===== config.mk =====
export PLATFORM = sky130hd
export DESIGN_NAME = nested_loop_index_generator_core
export DESIGN_NICKNAME = d
export VERILOG_FILES = /design/src/design/nlig_pkg.sv /design/src/design/nlig_ctrl.sv /design/src/design/nlig_dp.sv /design/src/design/nested_loop_index_generator_core.sv
export SDC_FILE = /design/constraint.sdc
export NUM_CORES = 1
export LEC_CHECK = 0
export ABC_AREA = 0
export BUFFER_PORTS_ARGS = -buffer_cell sky130_fd_sc_hd__buf_4
export CAP_MARGIN = 20
export CORE_UTILIZATION = 35
export CTS_BUF_LIST = sky130_fd_sc_hd__clkbuf_16
export CTS_CLUSTER_DIAMETER = 40
export DETAILED_ROUTE_END_ITERATION = 10
export GPL_TIMING_DRIVEN = 0
export HOLD_SLACK_MARGIN = 0.06
export MAX_ROUTING_LAYER = met4
export PLACE_DENSITY = 0.58
export SLEW_MARGIN = 10
export SYNTH_ARGS = -nofsm -noshare
export SYNTH_HDL_FRONTEND = slang
export SYNTH_SLANG_ARGS = --single-unit
export TNS_END_PERCENT = 5

===== constraint.sdc =====
create_clock -name clk -period 10 [get_ports clk]
set_input_delay 1 -clock clk [delete_from_list [all_inputs] [get_ports clk]]
set_output_delay 1 -clock clk [all_outputs]
set_load 0.05 [all_outputs]

===== src/design/nlig_pkg.sv =====
// Shared types, constants and helper functions for the nested loop index generator.
// No dependencies; imported by every other design file.
package nlig_pkg;

  localparam int MAX_LEVELS = 8;
  localparam int VALUE_BITS = 16;
  localparam int LEVEL_BITS = $clog2(MAX_LEVELS);

  typedef logic [LEVEL_BITS-1:0]      lvl_t;
  typedef logic signed [VALUE_BITS-1:0] val_t;
  typedef logic signed [VALUE_BITS:0]   ext_t;

  typedef enum logic [1:0] {
    OP_LOAD  = 2'd0,
    OP_START = 2'd1,
    OP_NEXT  = 2'd2,
    OP_CONT  = 2'd3
  } op_t;

  typedef struct packed {
    logic load;
    logic start_begin;
    logic start_step;
    logic emit_begin;
    logic emit_step;
    logic emit_done;
    logic adv_begin;
    logic adv_step;
  } dp_cmd_t;

  typedef struct packed {
    logic finished;
    logic idx_top;
    logic idx_zero;
    logic adv_hit;
    logic out_free;
    logic cont_ok;
  } dp_stat_t;

  function automatic ext_t sext(val_t v);
    sext = {v[VALUE_BITS-1], v};
  endfunction

  function automatic logic runs(val_t step, val_t stop, ext_t v);
    ext_t stop_ext;
    stop_ext = sext(stop);
    if (step > 0) begin
      runs = (v <= stop_ext);
    end else if (step < 0) begin
      runs = (v >= stop_ext);
    end else begin
      runs = 1'b0;
    end
  endfunction

endpackage


===== src/design/nlig_ctrl.sv =====
// Sequencing state machine for the nested loop index generator.
// Depends on nlig_pkg; drives the datapath by command and reads its status.
module nlig_ctrl (
  input  logic              clk,
  input  logic              rst,
  input  logic              in_valid,
  output logic              in_ready,
  input  logic [1:0]        operation,
  output nlig_pkg::dp_cmd_t cmd,
  input  nlig_pkg::dp_stat_t st
);
  import nlig_pkg::*;

  typedef enum logic [4:0] {
    S_IDLE     = 5'b00001,
    S_START    = 5'b00010,
    S_EMIT     = 5'b00100,
    S_DONE_OUT = 5'b01000,
    S_ADVANCE  = 5'b10000
  } state_t;

  state_t state, state_next;
  logic   accept;

  assign in_ready = (state == S_IDLE);
  assign accept   = in_valid && in_ready;

  always_comb begin
    state_next = state;
    cmd        = '0;
    case (state)
      S_IDLE: begin
        if (accept) begin
          case (op_t'(operation))
            OP_LOAD: cmd.load = 1'b1;
            OP_START: begin
              cmd.start_begin = 1'b1;
              state_next      = S_START;
            end
            OP_NEXT: begin
              if (st.finished) begin
                state_next = S_DONE_OUT;
              end else begin
                cmd.emit_begin = 1'b1;
                state_next     = S_EMIT;
              end
            end
            OP_CONT: begin
              if (!st.finished && st.cont_ok) begin
                cmd.adv_begin = 1'b1;
                state_next    = S_ADVANCE;
              end
            end
            default: ;
          endcase
        end
      end
      S_START: begin
        cmd.start_step = 1'b1;
        if (st.idx_top) state_next = S_IDLE;
      end
      S_EMIT: begin
        if (st.out_free) begin
          cmd.emit_step = 1'b1;
          if (st.idx_top) state_next = S_ADVANCE;
        end
      end
      S_DONE_OUT: begin
        if (st.out_free) begin
          cmd.emit_done = 1'b1;
          state_next    = S_IDLE;
        end
      end
      S_ADVANCE: begin
        cmd.adv_step = 1'b1;
        if (st.adv_hit || st.idx_zero) state_next = S_IDLE;
      end
      default: state_next = S_IDLE;
    endcase
  end

  always_ff @(posedge clk) begin
    if (rst) begin
      state <= S_IDLE;
    end else begin
      state <= state_next;
    end
  end

  a_emit_not_finished: assert property (@(posedge clk) disable iff (rst)
    (state == S_EMIT) |-> !st.finished)
    else $error("emitting indices while finished");

  a_adv_not_finished: assert property (@(posedge clk) disable iff (rst)
    (state == S_ADVANCE) |-> !st.finished)
    else $error("advancing while finished");

  a_done_out_finished: assert property (@(posedge clk) disable iff (rst)
    (state == S_DONE_OUT) |-> st.finished)
    else $error("done result without finished");

endmodule


===== src/design/nlig_dp.sv =====
// Datapath: bound tables, current indices, finished flag, level counter and result register.
// Depends on nlig_pkg; commanded by nlig_ctrl.
module nlig_dp (
  input  logic                clk,
  input  logic                rst,
  input  logic                cfg_wr_en,
  input  logic [2:0]          cfg_wr_data,
  input  logic [2:0]          level,
  input  logic signed [15:0]  start_value,
  input  logic signed [15:0]  stop_value,
  input  logic signed [15:0]  step_value,
  input  nlig_pkg::dp_cmd_t   cmd,
  output nlig_pkg::dp_stat_t  st,
  output logic                out_valid,
  input  logic                out_ready,
  output logic [2:0]          out_level,
  output logic signed [15:0]  index_value,
  output logic                last,
  output logic                done_res
);
  import nlig_pkg::*;

  val_t start_tab [MAX_LEVELS];
  val_t stop_tab  [MAX_LEVELS];
  val_t step_tab  [MAX_LEVELS];
  val_t cur       [MAX_LEVELS];
  lvl_t top_level;
  lvl_t idx;
  logic finished;
  ext_t adv_val;
  logic start_ok;

  always_comb begin
    adv_val     = sext(cur[idx]) + sext(step_tab[idx]);
    start_ok    = runs(step_tab[idx], stop_tab[idx], sext(start_tab[idx]));
    st.finished = finished;
    st.idx_top  = (idx == top_level);
    st.idx_zero = (idx == '0);
    st.adv_hit  = runs(step_tab[idx], stop_tab[idx], adv_val);
    st.out_free = !out_valid || out_ready;
    st.cont_ok  = (level <= top_level);
  end

  always_ff @(posedge clk) begin
    if (rst) begin
      top_level <= '0;
    end else if (cfg_wr_en) begin
      top_level <= cfg_wr_data;
    end
  end

  always_ff @(posedge clk) begin
    if (cmd.load) begin
      start_tab[level] <= start_value;
      stop_tab[level]  <= stop_value;
      step_tab[level]  <= step_value;
    end
  end

  always_ff @(posedge clk) begin
    if (rst) begin
      for (int k = 0; k < MAX_LEVELS; k++) begin
        cur[k] <= '0;
      end
    end else if (cmd.start_step) begin
      cur[idx] <= start_tab[idx];
    end else if (cmd.adv_begin) begin
      for (int k = 0; k < MAX_LEVELS; k++) begin
        if (LEVEL_BITS'(k) > level && LEVEL_BITS'(k) <= top_level) begin
          cur[k] <= start_tab[k];
        end
      end
    end else if (cmd.adv_step) begin
      if (st.adv_hit) begin
        cur[idx] <= adv_val[VALUE_BITS-1:0];
      end else begin
        cur[idx] <= start_tab[idx];
      end
    end
  end

  always_ff @(posedge clk) begin
    if (rst) begin
      idx      <= '0;
      finished <= 1'b1;
    end else begin
      if (cmd.start_begin || cmd.emit_begin) begin
        idx <= '0;
      end else if (cmd.adv_begin) begin
        idx <= level;
      end else if (cmd.start_step || cmd.emit_step) begin
        if (!st.idx_top) idx <= idx + 1'b1;
      end else if (cmd.adv_step) begin
        if (!st.adv_hit && !st.idx_zero) idx <= idx - 1'b1;
      end

      if (cmd.start_begin) begin
        finished <= 1'b0;
      end else if (cmd.start_step && !start_ok) begin
        finished <= 1'b1;
      end else if (cmd.adv_step && !st.adv_hit && st.idx_zero) begin
        finished <= 1'b1;
      end
    end
  end

  always_ff @(posedge clk) begin
    if (rst) begin
      out_valid <= 1'b0;
    end else if (cmd.emit_step || cmd.emit_done) begin
      out_valid <= 1'b1;
    end else if (out_ready) begin
      out_valid <= 1'b0;
    end
  end

  always_ff @(posedge clk) begin
    if (cmd.emit_step) begin
      out_level   <= idx;
      index_value <= cur[idx];
      last        <= st.idx_top;
      done_res    <= 1'b0;
    end else if (cmd.emit_done) begin
      out_level   <= '0;
      index_value <= '0;
      last        <= 1'b1;
      done_res    <= 1'b1;
    end
  end

  a_no_overwrite: assert property (@(posedge clk) disable iff (rst)
    ((cmd.emit_step || cmd.emit_done) && out_valid) |-> out_ready)
    else $error("result register overwritten before transaction");

  a_zero_step_ends: assert property (@(posedge clk) disable iff (rst)
    (cmd.start_step && step_tab[idx] == '0) |=> finished)
    else $error("zero step level did not set finished");

  a_carry_out: assert property (@(posedge clk) disable iff (rst)
    (cmd.adv_step && !st.adv_hit && st.idx_zero) |=> finished)
    else $error("outermost carry did not set finished");

endmodule


===== src/design/nested_loop_index_generator_core.sv =====
// Nested loop index generator, top level: controller plus datapath.
// Load: writes the bounds of one level. Start: levels 0 to top_level, one level checked per cycle.
// Next: top_level+1 result transactions, one per cycle at best, then a carry ripple from
// top_level towards level 0; next when finished: a single done result.
// Continue: levels level+1 to top_level reset to their start values, then a carry ripple from level.
// Reset: finished set, top_level 0, indices zero, output empty; bound tables undefined.
module nested_loop_index_generator_core (
  input  logic               clk,
  input  logic               rst,
  input  logic               cfg_wr_en,
  input  logic [2:0]         cfg_wr_data,
  input  logic               in_valid,
  output logic               in_ready,
  input  logic [1:0]         operation,
  input  logic [2:0]         level,
  input  logic signed [15:0] start_value,
  input  logic signed [15:0] stop_value,
  input  logic signed [15:0] step_value,
  output logic               out_valid,
  input  logic               out_ready,
  output logic [2:0]         out_level,
  output logic signed [15:0] index_value,
  output logic               last,
  output logic               done_res
);
  import nlig_pkg::*;

  dp_cmd_t  cmd;
  dp_stat_t st;

  nlig_ctrl u_ctrl (
    .clk       (clk),
    .rst       (rst),
    .in_valid  (in_valid),
    .in_ready  (in_ready),
    .operation (operation),
    .cmd       (cmd),
    .st        (st)
  );

  nlig_dp u_dp (
    .clk         (clk),
    .rst         (rst),
    .cfg_wr_en   (cfg_wr_en),
    .cfg_wr_data (cfg_wr_data),
    .level       (level),
    .start_value (start_value),
    .stop_value  (stop_value),
    .step_value  (step_value),
    .cmd         (cmd),
    .st          (st),
    .out_valid   (out_valid),
    .out_ready   (out_ready),
    .out_level   (out_level),
    .index_value (index_value),
    .last        (last),
    .done_res    (done_res)
  );

endmodule


== Word-level counts from Yosys, hierarchy flattened ==
Memory sizes are Yosys's and may differ from the RTL's. A register that Yosys moved wholly into a read port is not among the register bits.
Index checks and enable logic that the tools add are counted.
Widths: inputs -> output; s select.

* Memories: 4
* Word-level logic and storage cells: 229
* ROM bits: 0
* RAM bits: 512
* Output and inout port bits: 23
* Bits in latches: 0
* Bits in registers: 34

* Multipliers: 0
* Bitwise gates (word level): 10
* Order comparisons: 23
* Divide/modulo/power cells: 0
* Reduce and logical (&&, ||, !) cells: 35
* Add/subtract/negate cells: 3
* Shift operators: 0
* Mux-type cells: 127
* Eq/ne operators: 18

{| class="wikitable"
|+ Memory list
! name !! depth !! bits a word !! rd ports !! clocked after Yosys merged registers in !! write ports !! RTL line !! text
|-
| u_dp.cur || 8 || 16 || 1 || 1 || 8 || nlig_dp.sv:26 || <nowiki>val_t cur [MAX_LEVELS];</nowiki>
|-
| u_dp.start_tab || 8 || 16 || 9 || 1 || 1 || nlig_dp.sv:23 || <nowiki>val_t start_tab [MAX_LEVELS];</nowiki>
|-
| u_dp.step_tab || 8 || 16 || 1 || 1 || 1 || nlig_dp.sv:25 || <nowiki>val_t step_tab [MAX_LEVELS];</nowiki>
|-
| u_dp.stop_tab || 8 || 16 || 1 || 1 || 1 || nlig_dp.sv:24 || <nowiki>val_t stop_tab [MAX_LEVELS];</nowiki>
|}

{| class="wikitable"
|+ Operator list
! kind !! number
|-
| $mux 16 || 13
|-
| $mux 1 || 86
|-
| $mux 3 || 16
|-
| $mux 5 || 7
|-
| $pmux 5 s5 || 1
|-
| $add 16x16->17 || 1
|-
| $ge 17x16->1 || 1
|-
| $le 17x16->1 || 1
|-
| $ge 16x16->1 || 1
|-
| $gt 16x1->1 const B || 1
|-
| $le 16x16->1 || 1
|-
| $lt 16x1->1 const B || 1
|-
| $reduce_or 16->1 || 1
|-
| $pmux 5 s3 || 1
|-
| $logic_and 1x1->1 || 14
|-
| $gt 3x3->1 const A || 4
|-
| $le 3x3->1 const A || 4
|-
| $ne 2x2->1 const B || 5
|-
| $or 1x1->1 || 10
|-
| $reduce_bool 3->1 || 3
|-
| $reduce_and 8->1 || 1
|-
| $gt 1x3->1 const A || 2
|-
| $gt 2x3->1 const A || 2
|-
| $le 1x3->1 const A || 2
|-
| 24 further kinds || 37
|}

== Depth between registers and ports, before layout ==
* Word-level depth: 14
* Mapped depth: 32

== Hierarchy ==
Synthesis repeated with hierarchy kept, for this count alone.

* Cells, all modules: 1529
* Area, all modules: 24807.5 um2

{| class="wikitable"
|+ Modules (own cells, without submodules)
! module !! instances !! area each (um2) !! cells an instance !! seq. area each (um2)
|-
| nlig_dp || 1 || 24398.4 || 1477 || 16215.6
|-
| nlig_ctrl || 1 || 409.1 || 52 || 100.1
|}

== Worst setup path before layout ==
OpenSTA, ideal clock, no wires.

* Path kind: register to register
* Start: reg with a tool-made name
* End: mem u_dp.cur[6][14] (netlist bit), data pin
* Arrival: 6484 ps
* Path slack: 3257 ps
* Stages on the path, launching flop included: 31
* Cell sequence: dfxtp_1 -> buf_6 -> buf_6 -> buf_2 -> buf_2 -> buf_2 -> buf_2 -> buf_2 -> mux4_2 -> nand2_1 -> nand2_1 -> ha_1 -> fa_1 -> a211oi_1 -> o21a_1 -> o31ai_1 -> o211ai_1 -> o21bai_1 -> a21o_1 -> xor2_1 -> ha_1 -> a21oi_1 -> nor2b_1 -> o21ai_0 -> nand3b_1 -> nor4b_1 -> a211oi_2 -> nand3b_1 -> buf_4 -> mux2_2 -> mux2_2

{| class="wikitable"
|+ RTL lines
! element !! RTL line
|-
| end, declared || nlig_dp.sv:26
|}

==> metrics.md <==
| Metric | Value |
|---|---|
| Result of the run | `finished, final reports clean` |
| Critical Path AT | `9.72 ns` |
| Count of unresolved DRC violations after routing | `0` |
| Length of the first detailed-routing pass in iterations | `5` |
| Worst-Skew Late Latency | `0.61 ns` |
| Summed instance area of the synthesized netlist | `0.0246 sq mm` |
| Number of cells produced by synthesis | `1491` |
| Flip-flop and latch count after synthesis | `549` |
| Adder-cell share of the synthesized area | `2.81%` |
| Die ar. | `0.0713 sq mm` |
| Critical path type | `reg2reg` |
| Post-Synth XOR/XNOR Area | `0.783%` |
| Dpl cell area | `0.0269 sq mm` |
| Post CTS Setup Buffer Count | `0` |
| Clk root buf | `clkbuf_16` |
| Main combinational cell family by area after synthesis | `multiplexers` |
| Most used flip-flop cell after synthesis | `edfxtp_1` |
| Iteration-0 DRC Markers | `1354` |
| End of the worst register-to-register path | `u_dp.cur[6][1]` |
| Final nets | `1806` |
| Power Total | `5.93 mW` |
| Setup repair after global routing missed its margin | `no` |
| Post-synth top area share | `64.9%` |
| Longest Clk Path Bufs | `3` |
| Startpoint of the most critical hold path | `u_dp.done_res` |
| Sum of routed wire length over all layers | `67.8 mm` |
| Cell leakage power | `9.82 nW` |
| Vert. Die Dim | `267 um` |
| Final std cells w/o fill | `2685` |
| Via count of the first global-routing pass | `15100` |
| Share of layout cells above drive strength 1 | `27.0%` |
| Routability-driven placement congestion ratio | `0.892` |
| Total number of vias | `14600` |
| Stage delay of the slowest cell on the critical path | `0.83 ns` |
| Critical path capture point type | `flip-flop` |
| Final standard cell area without fillers | `0.0294 sq mm` |
| Relative max-transition margin | `24.8%` |
| Post-cts repair resize count | `0` |
| Final critical-path share of the clock period | `94.0%` |
| Fraction of the mapped netlist area in compound gates | `5.77%` |
| Initial standard-cell utilization of the core | `35.6%` |
| Largest net degree at the start of global routing | `32` |
| Clock period minus worst slack | `9.40 ns` |
| Slew Viols, Final | `0` |
| Final hold viol count | `0` |
| TritonCTS sink count | `549` |
| Area growth syn-to-layout | `19.4%` |
| Required arrival time at the worst endpoint | `10.32 ns` |
| Proportion of synthesized flip-flops having asynchronous set or reset | `0%` |
| Global-route wire length before repair | `99.7 mm` |
| Standard cell core area | `0.0691 sq mm` |
| Hold path endpoint | `u_dp.done_res` |
| Total overflow reported by the global router | `0` |
| Number of levels in the clock H-tree | `3` |
| Rows | `96` |
| Area fraction in and, or, nand and nor cells after synthesis | `7.43%` |
| Number of placed instances, taps included | `2542` |
| Power density over the cells | `202 mW/mm^2` |
| Number of CTS-inserted buffers | `77` |
| Mux share of post-synthesis cell area | `15.4%` |
| Peak fanout along the critical path | `10` |
| Via density per instance | `5.44` |
| TritonCTS clock tree | `done` |
| Setup TNS | `0 ns` |
| Startpoint type of the worst setup path | `flip-flop` |
| Count of hold buffers inserted by post-cts repair | `0` |
| Max-cap check violation count | `0` |
| Number of nets in the synthesized netlist | `1606` |
| Cell types occupying the most area after synthesis | `edfxtp_1 (65%), mux4_2 (12%), ha_1 (2.6%), mux2_2 (2.4%), nand2_1 (1.9%)` |
| Count of cells along the worst hold path | `2` |
| Total track usage | `19.8%` |
| VDD IR max | `0.000102 V` |
| Slowest library cell on the worst path | `clkbuf_1` |
| Die Width | `267 um` |
| Class of the tightest hold or removal check | `reg2reg` |
| Synth unique cells | `73` |
| Dominant cell type by area after synthesis | `edfxtp_1` |
| Top Ports | `84` |
| Wire per inst | `25.2 um` |
| Number of nets still failing antenna checks after routing | `0` |
| Quantity of I/O buffers inserted on ports | `82` |
| Number of synthesis warnings | `0` |
| Sequential area share after synthesis | `66.3%` |
| Worst-case clock skew | `0.0239 ns` |
| Post-layout util | `42.5%` |
| CP most frequent cell | `clkbuf_1` |
| HPWL Detailed | `49.6 mm` |
| Max Clk Rate | `106 MHz` |
| Clock input transition at the sequential cells of the worst setup and hold paths | `0.06 ns` |
| Slew of the pin with the lowest slew margin | `1.13 ns` |
| Mean cell area of the mapped netlist | `16.5 sq um` |
| Number of flops mapped to enable cells by yosys | `532` |
| Count of endpoints failing setup in the final report | `0` |
| Number of antenna violations at the first check in global routing | `2` |
| Number of cells traversed by the worst register-to-register path | `30` |
| Worst reg2reg setup slack | `0.60 ns` |
## cell type report
class,count,area [sq um]
Fill cell,6154,39700
Clock buffer,78,1950
Sequential cell,549,16300
Multi-Input combinational cell,856,7970
Tap cell,931,1160
Timing Repair Buffer,121,1070
Clock inverter,60,515
Antenna cell,4,10.0
Inverter,11,41.3
Buffer,75,334
## placed cells by master, fill, tap and decap left out, drive strengths merged, types with 28 or more instances in the layout
master / n
a22o: 30
buf: 145
clkbuf: 129
clkinv: 28
edfxtp: 532
ha: 52
inv: 29
mux2: 52
mux2i: 28
mux4: 128
nand2: 127
nand3b: 28
nor2: 48
nor3: 33
o21ai: 93
## critical path: cells and delay by family, from the launching register on
family,cells,cell delay [ns]
adders and majority gates,3,0.80
buffers and inverters,8,4.02
muxes,1,0.63
and+or+nand+nor,8,1.32
DFF,1,0.31
AOI/OAI and AO/OA,10,2.01
## sequential cells by signal, summed over array words and instances, names as in the netlist, 5 cells and up, named ones only
signal            flops
u_dp.cur            128
u_dp.index_value     16
u_dp.step_tab       128
u_ctrl.state          5
u_dp.stop_tab       128
u_dp.start_tab      128
## how the worst max path moves through the flow
stage	start	end	slack [ns]
6_report	flip-flop	u_dp.cur[6][1]	0.60
5_1_grt	flip-flop	u_dp.cur[6][1]	0.03
4_1_cts	flip-flop	u_dp.cur[7][1]	0.52
3_5_place_dp	flip-flop	u_dp.cur[7][1]	0.59
3_3_place_gp	operation[0]	u_dp.stop_tab[5][4]	-0.40
2_1_floorplan	flip-flop	u_dp.cur[6][14]	3.26
## synthesized netlist by cell type, types with 5 or more instances
cell and instances:
nor2_1 48, xor2_1 9, nand2b_1 12, a31oi_1 5, o211ai_1 7, edfxtp_1 532, nor4_1 6, o21a_1 7
nand4_1 12, nand2_1 126, o21ai_1 62, inv_1 9, nor2b_1 20, nand3_1 13, ha_1 52, nor3_1 33
clkbuf_1 50, a211oi_1 7, a22o_1 30, mux2i_1 20, o21ai_0 31, or3_1 7, nand3b_1 28, dfxtp_1 17
and3_1 23, a21oi_1 23, mux2_2 52, xnor2_1 13, a21o_1 9, o21bai_1 5, mux4_2 128, or4_1 7
buf_2 18, mux2i_2 8, nor3b_1 5
## routing by layer
layer | part of all wire (%) | GRT usage (%) | vias up
met5 | 0 | - | -
met4 | 2.6 | 6.73 | 0
met3 | 5.9 | 3.66 | 111
met2 | 50 | 32.5 | 518
met1 | 41 | 24.5 | 7549
li1 | - | - | 6438
## through the flow
| step | setup WS [ns] | hold slack, ns |
|---|---|---|
| after global routing | 0.0285 | 0.571 |
| after CTS | 0.522 | 0.529 |
| final | 0.605 | 0.517 |
| after global placement | -0.399 | 0.490 |
| after floorplan | 3.26 | 0.480 |
| after detailed placement | 0.587 | 0.512 |
## power breakdown
group	switching, mW	internal [mW]	total (mW)
Combinational	0.460	0.272	0.732
Sequential	0.0199	2.58	2.60
Clock	1.02	1.58	2.61
Total	1.50	4.43	5.93
## logic make-up (layout without fill, tap and decap cells)
family          Yosys count  in the layout
compound gates          214            214
xor+xnor                 22             22
fa+ha+maj                54             54
buf+inv                  86            345
flops                   549            549
mux                     208            208
other cells               0              4
simple gates            358            358
Power figures use the tool's default switching activity.
